--- src/rtl/core/pclte_pkg.sv ---
// Shared types and constants of the pc/line table encoder.
`timescale 1ns / 1ps

package pclte_pkg;

	localparam int unsigned PC_W        = 64;
	localparam int unsigned LINE_W      = 31;
	localparam int unsigned COUNT_W     = 32;
	localparam int unsigned DELTA_W     = 32;
	localparam int unsigned RUN_MAX     = 127;
	localparam int unsigned MAX_PC_BYTES = 59;
	localparam int unsigned MAX_UNITS   = RUN_MAX * MAX_PC_BYTES;
	localparam int unsigned UNITS_W     = $clog2(MAX_UNITS + 1);
	localparam int unsigned SMALL_DELTA = 64;
	localparam int unsigned LONG_LAST   = 4;

	localparam logic [7:0] RUN_BASE  = 8'd128;
	localparam logic [7:0] PAD_BYTE  = 8'd129;
	localparam logic [7:0] LONG_MARK = 8'd0;
	localparam logic [PC_W-1:0] NEG_PC_UNIT = ~64'd3;

	typedef enum logic [1:0] {
		FUNC_INSN   = 2'd0,
		FUNC_TEXT   = 2'd1,
		FUNC_FINISH = 2'd2,
		FUNC_SPARE  = 2'd3
	} func_t;

	typedef enum logic [6:0] {
		ST_IDLE   = 7'b0000001,
		ST_PCDIFF = 7'b0000010,
		ST_LNDIFF = 7'b0000100,
		ST_PCUPD  = 7'b0001000,
		ST_PCRUN  = 7'b0010000,
		ST_LINE   = 7'b0100000,
		ST_PAD    = 7'b1000000
	} state_t;

endpackage

--- src/rtl/core/pc_line_table_encoder_core.sv ---
// Top level of the pc/line table encoder: sequencer, shared subtractor and output register.
// A changed-line instruction record steps through the pc difference, line difference and
// pc update states, which share one 64-bit subtractor, then emits its pc run and line bytes;
// a padding finish emits one pad byte, and other requests leave the input free. No request
// is taken while a record is in progress; output stalls hold the sequencer as it emits.
// Reset clears the previous pc, previous line and byte count to zero and empties the output.
`timescale 1ns / 1ps

module pc_line_table_encoder_core (
	input  logic                             clk,
	input  logic                             arst_n,
	input  logic                             start_pc_we,
	input  logic [pclte_pkg::PC_W-1:0]       start_pc,
	input  logic                             in_valid,
	output logic                             in_stall,
	input  logic [1:0]                       func,
	input  logic [pclte_pkg::PC_W-1:0]       code_address,
	input  logic [pclte_pkg::LINE_W-1:0]     line_number,
	output logic                             out_valid,
	input  logic                             out_stall,
	output logic [7:0]                       out_byte,
	output logic                             last,
	output logic                             error,
	output logic [pclte_pkg::COUNT_W-1:0]    table_bytes
);

	pclte_pkg::state_t state_q;

	logic [pclte_pkg::PC_W-1:0]    prev_pc_q;
	logic [pclte_pkg::LINE_W-1:0]  prev_line_q;
	logic [pclte_pkg::COUNT_W-1:0] byte_count_q;
	logic [pclte_pkg::PC_W-1:0]    pc_q;
	logic [pclte_pkg::LINE_W-1:0]  line_q;
	logic [pclte_pkg::UNITS_W-1:0] units_q;
	logic [pclte_pkg::DELTA_W-1:0] delta_q;
	logic                          big_q;
	logic                          err_q;
	logic [2:0]                    lcnt_q;

	logic                          out_valid_q;
	logic [7:0]                    out_byte_q;
	logic                          last_q;
	logic                          error_q;
	logic [pclte_pkg::COUNT_W-1:0] table_bytes_q;

	logic                          accept;
	logic                          slot_free;
	logic [pclte_pkg::PC_W-1:0]    sub_a;
	logic [pclte_pkg::PC_W-1:0]    sub_b;
	logic [pclte_pkg::PC_W:0]      sub_r;
	logic                          sub_borrow;
	logic [pclte_pkg::PC_W-3:0]    diff_units;
	logic                          units_ovf;
	logic signed [pclte_pkg::DELTA_W-1:0] sdelta;
	logic [6:0]                    run;
	logic                          emit;
	logic [7:0]                    emit_byte;
	logic                          emit_last;
	logic                          emit_err;

	assign in_stall  = (state_q != pclte_pkg::ST_IDLE);
	assign accept    = in_valid && !in_stall;
	assign slot_free = !out_valid_q || !out_stall;

	always_comb begin
		unique case (state_q)
			pclte_pkg::ST_LNDIFF: begin
				sub_a = {{(pclte_pkg::PC_W - pclte_pkg::LINE_W){1'b0}}, line_q};
				sub_b = {{(pclte_pkg::PC_W - pclte_pkg::LINE_W){1'b0}}, prev_line_q};
			end
			pclte_pkg::ST_PCUPD: begin
				sub_a = pc_q;
				sub_b = pclte_pkg::NEG_PC_UNIT;
			end
			default: begin
				sub_a = pc_q;
				sub_b = prev_pc_q;
			end
		endcase
	end

	assign sub_r      = {1'b0, sub_a} - {1'b0, sub_b};
	assign sub_borrow = sub_r[pclte_pkg::PC_W];
	assign diff_units = sub_r[pclte_pkg::PC_W-1:2];
	assign units_ovf  = (diff_units > (pclte_pkg::PC_W-2)'(pclte_pkg::MAX_UNITS));
	assign sdelta     = sub_r[pclte_pkg::DELTA_W-1:0];

	assign run = (units_q >= pclte_pkg::UNITS_W'(pclte_pkg::RUN_MAX)) ?
		7'(pclte_pkg::RUN_MAX) : units_q[6:0];

	always_comb begin
		emit      = 1'b0;
		emit_byte = pclte_pkg::PAD_BYTE;
		emit_last = 1'b0;
		emit_err  = err_q;
		unique case (state_q)
			pclte_pkg::ST_PCRUN: begin
				emit      = slot_free;
				emit_byte = pclte_pkg::RUN_BASE + {1'b0, run};
			end
			pclte_pkg::ST_LINE: begin
				emit = slot_free;
				if (big_q) begin
					unique case (lcnt_q)
						3'd0:    emit_byte = pclte_pkg::LONG_MARK;
						3'd1:    emit_byte = delta_q[31:24];
						3'd2:    emit_byte = delta_q[23:16];
						3'd3:    emit_byte = delta_q[15:8];
						default: emit_byte = delta_q[7:0];
					endcase
					emit_last = (lcnt_q == 3'(pclte_pkg::LONG_LAST));
				end else begin
					if ($signed(delta_q) > 0) begin
						emit_byte = delta_q[7:0];
					end else begin
						emit_byte = 8'(pclte_pkg::SMALL_DELTA) - delta_q[7:0];
					end
					emit_last = 1'b1;
				end
			end
			pclte_pkg::ST_PAD: begin
				emit      = slot_free;
				emit_byte = pclte_pkg::PAD_BYTE;
				emit_last = 1'b1;
				emit_err  = 1'b0;
			end
			default: begin
				emit = 1'b0;
			end
		endcase
	end

	always_ff @(posedge clk or negedge arst_n) begin
		if (!arst_n) begin
			state_q      <= pclte_pkg::ST_IDLE;
			prev_pc_q    <= '0;
			prev_line_q  <= '0;
			byte_count_q <= '0;
		end else begin
			if (start_pc_we) begin
				prev_pc_q <= start_pc;
			end
			if (emit) begin
				byte_count_q <= byte_count_q + 1'b1;
			end
			unique case (state_q)
				pclte_pkg::ST_IDLE: begin
					if (accept) begin
						if (func == pclte_pkg::FUNC_FINISH) begin
							if (byte_count_q[0]) begin
								state_q <= pclte_pkg::ST_PAD;
							end
						end else if (func == pclte_pkg::FUNC_INSN && line_number != prev_line_q) begin
							state_q <= pclte_pkg::ST_PCDIFF;
						end
					end
				end
				pclte_pkg::ST_PCDIFF: begin
					state_q <= pclte_pkg::ST_LNDIFF;
				end
				pclte_pkg::ST_LNDIFF: begin
					prev_line_q <= line_q;
					state_q     <= pclte_pkg::ST_PCUPD;
				end
				pclte_pkg::ST_PCUPD: begin
					prev_pc_q <= sub_r[pclte_pkg::PC_W-1:0];
					state_q   <= (units_q != '0) ? pclte_pkg::ST_PCRUN : pclte_pkg::ST_LINE;
				end
				pclte_pkg::ST_PCRUN: begin
					if (emit && units_q == pclte_pkg::UNITS_W'(run)) begin
						state_q <= pclte_pkg::ST_LINE;
					end
				end
				pclte_pkg::ST_LINE: begin
					if (emit && emit_last) begin
						state_q <= pclte_pkg::ST_IDLE;
					end
				end
				pclte_pkg::ST_PAD: begin
					if (emit) begin
						state_q <= pclte_pkg::ST_IDLE;
					end
				end
				default: begin
					state_q <= pclte_pkg::ST_IDLE;
				end
			endcase
		end
	end

	always_ff @(posedge clk) begin
		if (accept) begin
			pc_q   <= code_address;
			line_q <= line_number;
			lcnt_q <= '0;
			err_q  <= 1'b0;
		end
		if (state_q == pclte_pkg::ST_PCDIFF) begin
			if (sub_borrow) begin
				err_q   <= 1'b1;
				units_q <= '0;
			end else if (units_ovf) begin
				err_q   <= 1'b1;
				units_q <= pclte_pkg::UNITS_W'(pclte_pkg::MAX_UNITS);
			end else begin
				units_q <= diff_units[pclte_pkg::UNITS_W-1:0];
			end
		end
		if (state_q == pclte_pkg::ST_LNDIFF) begin
			delta_q <= sdelta;
			big_q   <= (sdelta > $signed(pclte_pkg::DELTA_W'(pclte_pkg::SMALL_DELTA))) ||
				(sdelta < -$signed(pclte_pkg::DELTA_W'(pclte_pkg::SMALL_DELTA)));
		end
		if (emit && state_q == pclte_pkg::ST_PCRUN) begin
			units_q <= units_q - pclte_pkg::UNITS_W'(run);
		end
		if (emit && state_q == pclte_pkg::ST_LINE) begin
			lcnt_q <= lcnt_q + 1'b1;
		end
	end

	always_ff @(posedge clk or negedge arst_n) begin
		if (!arst_n) begin
			out_valid_q <= 1'b0;
		end else if (emit) begin
			out_valid_q <= 1'b1;
		end else if (!out_stall) begin
			out_valid_q <= 1'b0;
		end
	end

	always_ff @(posedge clk) begin
		if (emit) begin
			out_byte_q    <= emit_byte;
			last_q        <= emit_last;
			error_q       <= emit_err;
			table_bytes_q <= byte_count_q + 1'b1;
		end
	end

	assign out_valid   = out_valid_q;
	assign out_byte    = out_byte_q;
	assign last        = last_q;
	assign error       = error_q;
	assign table_bytes = table_bytes_q;

	a_state_onehot: assert property (@(posedge clk) disable iff (!arst_n)
		$onehot(state_q))
		else $error("Sequencer state is not one-hot.");

	a_emit_slot: assert property (@(posedge clk) disable iff (!arst_n)
		emit |-> slot_free)
		else $error("Byte loaded into a full, stalled output register.");

	a_count_step: assert property (@(posedge clk) disable iff (!arst_n)
		emit |=> byte_count_q == $past(byte_count_q) + 1'b1)
		else $error("Byte count did not follow an emitted byte.");

	a_pad_odd: assert property (@(posedge clk) disable iff (!arst_n)
		state_q == pclte_pkg::ST_PAD |-> byte_count_q[0])
		else $error("Padding started on an even table length.");

	a_run_nonzero: assert property (@(posedge clk) disable iff (!arst_n)
		state_q == pclte_pkg::ST_PCRUN |-> units_q != '0)
		else $error("Pc run state entered with no units left.");

endmodule

--- config.mk ---
export PLATFORM = sky130hd
export DESIGN_NAME = pc_line_table_encoder_core
export DESIGN_NICKNAME = d
export VERILOG_FILES = /design/src/rtl/core/pclte_pkg.sv /design/src/rtl/core/pc_line_table_encoder_core.sv
export SDC_FILE = /design/constraint.sdc
export NUM_CORES = 1
export LEC_CHECK = 0
export BUFFER_PORTS_ARGS = -buffer_cell sky130_fd_sc_hd__buf_2
export CORE_MARGIN = 4
export CORE_UTILIZATION = 30
export CTS_BUF_LIST = sky130_fd_sc_hd__clkbuf_2 sky130_fd_sc_hd__clkbuf_4 sky130_fd_sc_hd__clkbuf_8
export CTS_CLUSTER_SIZE = 8
export DETAILED_ROUTE_END_ITERATION = 7
export GPL_TIMING_DRIVEN = 0
export PLACE_DENSITY = 0.57
export SLEW_MARGIN = 20
export SYNTH_ARGS = -nofsm -noshare
export SYNTH_HDL_FRONTEND = slang
export SYNTH_SLANG_ARGS = --single-unit
--- constraint.sdc ---
create_clock -name clk -period 6.55 [get_ports clk]
set_input_delay 0.3275 -clock clk [delete_from_list [all_inputs] [get_ports clk]]
set_output_delay 0.3275 -clock clk [all_outputs]
set_load 0.02 [all_outputs]
### Yosys cells after proc, flatten, opt, wreduce, memory -nomap -nowiden

Index checks and enable logic that the tools add are counted.

| word-level totals | value |
|---|---|
| flip-flop bits (word level) | 322 |
| output and inout port bits | 44 |
| input bits | 166 |

| operators by class | value |
|---|---|
| equality and inequality tests | 22 |
| magnitude comparators | 5 |
| multiplexer cells | 33 |
| reductions and logical operators | 19 |
| add/subtract/negate cells | 6 |

Operator list:

| cell | number |
|---|---|
| $mux 64 | 3 |
| $pmux 64 s2 | 1 |
| $sub 64x64->65 | 1 |
| $gt 62x13->1 const B | 1 |
| $mux 7 | 8 |
| $mux 13 | 4 |
| $pmux 7 s7 | 1 |
| $add 32x1->32 const B | 1 |
| $gt 32x1->1 const B | 1 |
| $gt 32x8->1 const B | 1 |
| $lt 32x7->1 const B | 1 |
| $pmux 8 s4 | 1 |
| $ne 31x31->1 | 1 |
| $mux 8 | 2 |
| $pmux 8 s2 | 1 |
| $eq 13x7->1 | 1 |
| $ge 13x7->1 const B | 1 |
| $reduce_bool 13->1 | 1 |
| $sub 13x7->13 | 1 |
| $add 8x7->8 const A | 1 |
| $mux 1 | 8 |
| $ne 2x2->1 const B | 4 |
| $sub 7x8->8 const A | 1 |
| $eq 7x1->1 const B | 1 |
| other kinds (25) | 38 |

### Longest topological paths before layout

| logic depth | value |
|---|---|
| depth after elaboration | 8 |
| gate-level depth with buffers | 23 |

### Worst setup path before layout

Ideal clock, no wire load.

| timing | value |
|---|---|
| kind | register -> register |
| start | reg state_q[5] |
| end | reg units_q[11] (netlist bit), data pin |
| setup slack | 0.467 ns |
| cell stages (with the launch flop) | 21 |
| data arrival time | 5.824 ns |
| clock period less this slack | 6.083 ns |
| setup time | 0.259 ns |
| path through | dfrtp_1 > or3_1 > nor3_1 > nand3b_1 > clkinv_1 > buf_1 > nand2_1 > nand2_1 > ha_1 > a211oi_4 > o21ai_2 > a221oi_2 > a21oi_1 > or3_1 > a2111oi_2 > nand4bb_1 > nand4bb_1 > nand4b_1 > nor4_4 > a21oi_2 > a211o_1 |

| on the way | value |
|---|---|
| longest elaborated chain between the ends | 8 |
| elaborated cells on any way between the ends | 16 |
| classes of those cells | 1 x add/sub; 1 x order compare; 5 x eq/ne; 7 x mux; 2 x reduce/logical |

Ends and longest elaborated chain:

| item | line | RTL |
|---|---|---|
| from (decl) | pc_line_table_encoder_core.sv:27 | `pclte_pkg::state_t state_q;` |
| from (signal assigned) | pc_line_table_encoder_core.sv:135 | `state_q <= pclte_pkg::ST_IDLE;` |
| from (signal assigned) | pc_line_table_encoder_core.sv:151 | `state_q <= pclte_pkg::ST_PAD;` |
| from (signal assigned) | pc_line_table_encoder_core.sv:154 | `state_q <= pclte_pkg::ST_PCDIFF;` |
| $eq 7x4->1 / $eq 7x3->1 (equally long branches) | pc_line_table_encoder_core.sv:66 | `unique case (state_q)` |
| $pmux 64 s2 / $mux 64 (equally long branches) | pc_line_table_encoder_core.sv:66 |  |
| $sub 64x64->65 | pc_line_table_encoder_core.sv:82 | `assign sub_r = {1'b0, sub_a} - {1'b0, sub_b};` |
| $gt 62x13->1 | pc_line_table_encoder_core.sv:85 | `assign units_ovf = (diff_units > (pclte_pkg::PC_W-2)'(pclte_pkg::MAX_UNITS));` |
| $mux 13 | pc_line_table_encoder_core.sv:202 | `end else if (units_ovf) begin` |
| $mux 13 | pc_line_table_encoder_core.sv:199 | `if (sub_borrow) begin` |
| $mux 13 | pc_line_table_encoder_core.sv:198 | `if (state_q == pclte_pkg::ST_PCDIFF) begin` |
| $mux 13 (*) | pc_line_table_encoder_core.sv:214 | `if (emit && state_q == pclte_pkg::ST_PCRUN) begin` |
| to (signal assigned) | pc_line_table_encoder_core.sv:204 | `units_q <= pclte_pkg::UNITS_W'(pclte_pkg::MAX_UNITS);` |
| to (signal assigned) | pc_line_table_encoder_core.sv:206 | `units_q <= diff_units[pclte_pkg::UNITS_W-1:0];` |
| to (signal assigned) | pc_line_table_encoder_core.sv:215 | `units_q <= units_q - pclte_pkg::UNITS_W'(run);` |
| to (decl) | pc_line_table_encoder_core.sv:34 | `logic [pclte_pkg::UNITS_W-1:0] units_q;` |

Every way passes the cells marked *; elsewhere a longest branch is shown, timed or not. The select of a mux whose other input is x is not followed.
A chain may end at the register's enable or synchronous reset.

### Worst setup path in the final report

Ends and elaborated chain as after synthesis.

==> impl_results.md <==
* Core ar. at 62100 um^2
* Overall Power at 8.73 mW
* Status: finished clean
* Hold_ws at 0.0735 ns
* DRT iter0 DRCs at 1312
* Vert. Die Dim at 259 um
* Clock power share at 24.4%
* Syn. warnings at 0
* Die Wd at 259 um
* Routed Wire Length at 66700 um
* Post-synth EDFFs at 186
* Sequential fraction of the synthesis area at 47.6%
* Gpl congestion at 0.943
* Comb power frac at 42.4%
* Post-synthesis compound-gate area fraction at 16.4%
* Post-Synth Simple-Gate Area at 18.4%
* Clock transition at the registers of the reported paths at 0.06 ns
* DRC violations left at 0
* Routed length per instance at 20.4 um
* PnR worst setup slack at 0.246 ns
* Post-route ant nets at 0
* Startpoint types: flip-flop
* Clock latency on the worst-skew pair at 0.67 ns
* Root Buffer: clkbuf_8
* Largest net degree at the start of global routing at 71
* Placed Instances at 3002
* DP Wirelength at 51300 um
* H-tree levels at 2
* GRT overflow at 0
* CP arrival at 6.69 ns
* Via count at 16700
* Synth Register Bits at 322
* VDD IR max at 0.000168 V
* Syn-to-layout area delta at 28.0%
* Fmax achieved at 0.159 GHz
* Worst setup EP type: flip-flop
* Fill count at 6222
* Clk_skew at 0.0493 ns
* I/O pin cnt at 210
* Psw at 3.62 mW
* Synthesized Nets at 2192
* Yosys cell types at 90
* Min-delay worst type: in2reg
* Area occupied by multi-input gates at 9530 um^2
* Standard-cell row count at 91
* Setup WS pre-CTS at -1.51 ns
* Hold Vio Cnt, Final at 0
* Slew of the pin with the lowest slew margin at 1.00 ns
* First-pass GRT wire length at 100000 um
* Total GRT Usage at 19.3%
* Drt first pass iters at 6
* Post-synthesis adder-cell area fraction at 4.94%
* Synth Flop Type: edfxtp_1
* Post-synthesis mux area share at 2.76%
* PwrDens at 361 nW/um^2
* Num CTS Buffers at 58
* Post-layout nets at 2618
* Die area at 67000 um^2
* Cells after Synth at 1952
* Final max-slew violation count at 0
* Max Cap Violations at 0
* Starting Density at 30.4%
* Flop pwr share at 33.2%
* Fin crit period at 6.30 ns
* Initial antenna violation count at 2
* Asr flop ratio synth at 41.9%
* Post-Synthesis Cell Area at 18900 um^2
* Slew headroom at 33.2%
* Bufs on Longest Clock Path at 3
* Final worst-path cycle share at 96.2%
* Post-Synth XOR/XNOR Area at 7.24%
* Final non-filler cell total at 3264
* Syn Area/Cell at 9.67 um^2
* Sequential cell area at 8980 um^2
* Clk sinks at 322
* Power Internal at 5.11 mW
* CP Max Fanout at 10
* Critical path type: reg2reg
* Port Buf Inserts at 208
* CTS tree: built
* Lkg Pwr at 9.83 nW
* Vias/cell at 5.12
* Final-report setup violation count at 0
* Largest family of logic cells by synthesized area: simple AND/OR/NAND/NOR gates
* CP required at 6.93 ns
* Sw frac at 41.4%
* Vias in the first global route at 16900
* Layout cells sized above 1 at 16.9%
* Setup TNS at 0 ns
-- cells by family after synthesis --
kind of cell,Yosys count
DFF,322
AOI/OAI and AO/OA,486
xor gates and xnor gates,156
buffers and inverters,126
muxes,52
and+or+nand+nor,736
adders and majority gates,74
-- worst max-delay path, stage by stage, from the launching register on --
cell      delay, ns
dfrtp_1        0.44
or3_1          0.42
nor3_1         0.20
nand3b_1       0.12
buf_4          0.19
buf_2          0.23
clkbuf_2       0.29
o22ai_1        0.26
ha_1           0.26
buf_2          0.18
a21oi_2        0.17
o211ai_1       0.18
a31oi_4        0.39
nand3_1        0.28
a221oi_2       0.38
xnor2_1        0.18
or4_4          0.57
nor4_4         0.19
nand4b_2       0.23
nor4_4         0.29
buf_4          0.18
a21oi_4        0.09
a211o_1        0.29
-- through the flow --
step | utilization (%) | cell area (um^2)
after floorplan | - | 18900
after global placement | 33.8 | 21000
after detailed placement | 34.0 | 21100
after CTS | 38.8 | 24100
after global routing | 38.9 | 24200
final | 38.9 | 24200
-- state kept, by name, indices dropped and copies added (netlist names), 3 cells and up --
register / count
pc_q: 64
prev_pc_q: 64
byte_count_q: 32
delta_q: 32
table_bytes: 32
line_q: 31
prev_line_q: 31
units_q: 13
out_byte: 8
state_q: 7
lcnt_q: 3
-- cell usage in the layout (no fill, tap or decap), types with 72 or more instances in the layout --
cell / instances
o21ai_0: 106
dfrtp_1: 134
edfxtp_1: 186
dlygate4sd3_1: 159
nand2_1: 351
nor2_1: 116
a21oi_1: 140
xor2_1: 86
ha_1: 72
buf_2: 218
-- final timing paths --
| path | endpoint | slack, ns | cells after the start | from |
|---|---|---|---|---|
| setup reg to reg | units_q[11]$_DFFE_PP_ | 0.25 | 22 | state_q[5]$_DFFE_PN0P_ |
| hold reg to reg | prev_line_q[28]$_DFFE_PN0P_ | 0.46 | 2 | line_q[28]$_DFFE_PP_ |
| min in group asynchronous | byte_count_q[12]$_DFFE_PN0P_ | 0.24 | 2 | arst_n |
| max in group asynchronous | prev_pc_q[39]$_DFFE_PN0P_ | 5.52 | 3 | arst_n |
| hold / removal | prev_pc_q[58]$_DFFE_PN0P_ | 0.07 | 3 | start_pc[58] |
| setup / recovery | units_q[11]$_DFFE_PP_ | 0.25 | 22 | state_q[5]$_DFFE_PN0P_ |
-- synthesized netlist by cell type, types with 7 or more instances --
| library cell | n | area, um^2 |
|---|---|---|
| nand2_1 | 352 | 1320 |
| edfxtp_1 | 186 | 5590 |
| a21oi_1 | 142 | 711 |
| dfrtp_1 | 134 | 3350 |
| nor2_1 | 116 | 435 |
| o21ai_0 | 106 | 531 |
| xor2_1 | 86 | 753 |
| clkbuf_1 | 73 | 274 |
| ha_1 | 73 | 913 |
| xnor2_1 | 70 | 613 |
| mux2i_1 | 51 | 510 |
| nand3_1 | 46 | 230 |
| and2_1 | 43 | 269 |
| o22ai_1 | 39 | 244 |
| inv_1 | 33 | 124 |
| nand4_1 | 31 | 194 |
| nor3_1 | 26 | 130 |
| o21ai_1 | 26 | 130 |
| a211oi_1 | 24 | 180 |
| nor2b_1 | 24 | 150 |
| nor4_1 | 22 | 138 |
| a21o_1 | 18 | 135 |
| nand2b_1 | 14 | 87.6 |
| o21a_1 | 14 | 105 |
| and3_1 | 13 | 81.3 |
| o211ai_1 | 11 | 82.6 |
| or3_1 | 11 | 68.8 |
| a31oi_1 | 9 | 56.3 |
| a21oi_2 | 7 | 61.3 |
| a221oi_1 | 7 | 61.3 |
| a222oi_1 | 7 | 70.1 |
| buf_4 | 7 | 52.6 |
| nor3b_1 | 7 | 52.6 |
-- cell type report --
cell class                      count  area share [%]
Sequential cell                   322            37.2
Multi-Input combinational cell   1504            39.4
Antenna cell                        1          0.0104
Buffer                             80            1.55
Tap cell                          837            4.33
Clock inverter                     17           0.829
Clock buffer                       91            4.54
Timing Repair Buffer              378            11.6
Inverter                           34           0.549
-- layer usage --
metal	GRT usage [%]	vias to the layer above	routed length (um)
met5	0	-	0
met4	6.24	0	2150
met3	2.89	118	3730
met2	32.4	558	31500
met1	25.8	8086	29300
li1	-	7964	-
-- power groups by stage --
stage / Combinational [mW] / Sequential (mW) / Clock [mW]
finish: 3.70 / 2.90 / 2.13
global route: 4.02 / 2.94 / 2.28
global placement: 3.47 / 2.97 / 0
detailed placement: 3.51 / 2.94 / 0
CTS: 3.64 / 2.90 / 2.19
floorplan: 2.29 / 2.92 / 0
-- what timing repair did --
action / in CTS / in global routing
hold buffers: 159 / 0
endpoints found under the hold margin: 226 / 0
pin swaps: 1 / 6
gates resized for setup: 22 / 32
cloned: 0 / 0
buffers inserted: 2 / 4
setup endpoints to repair: 20 / 14
Power figures use the tool's default switching activity.
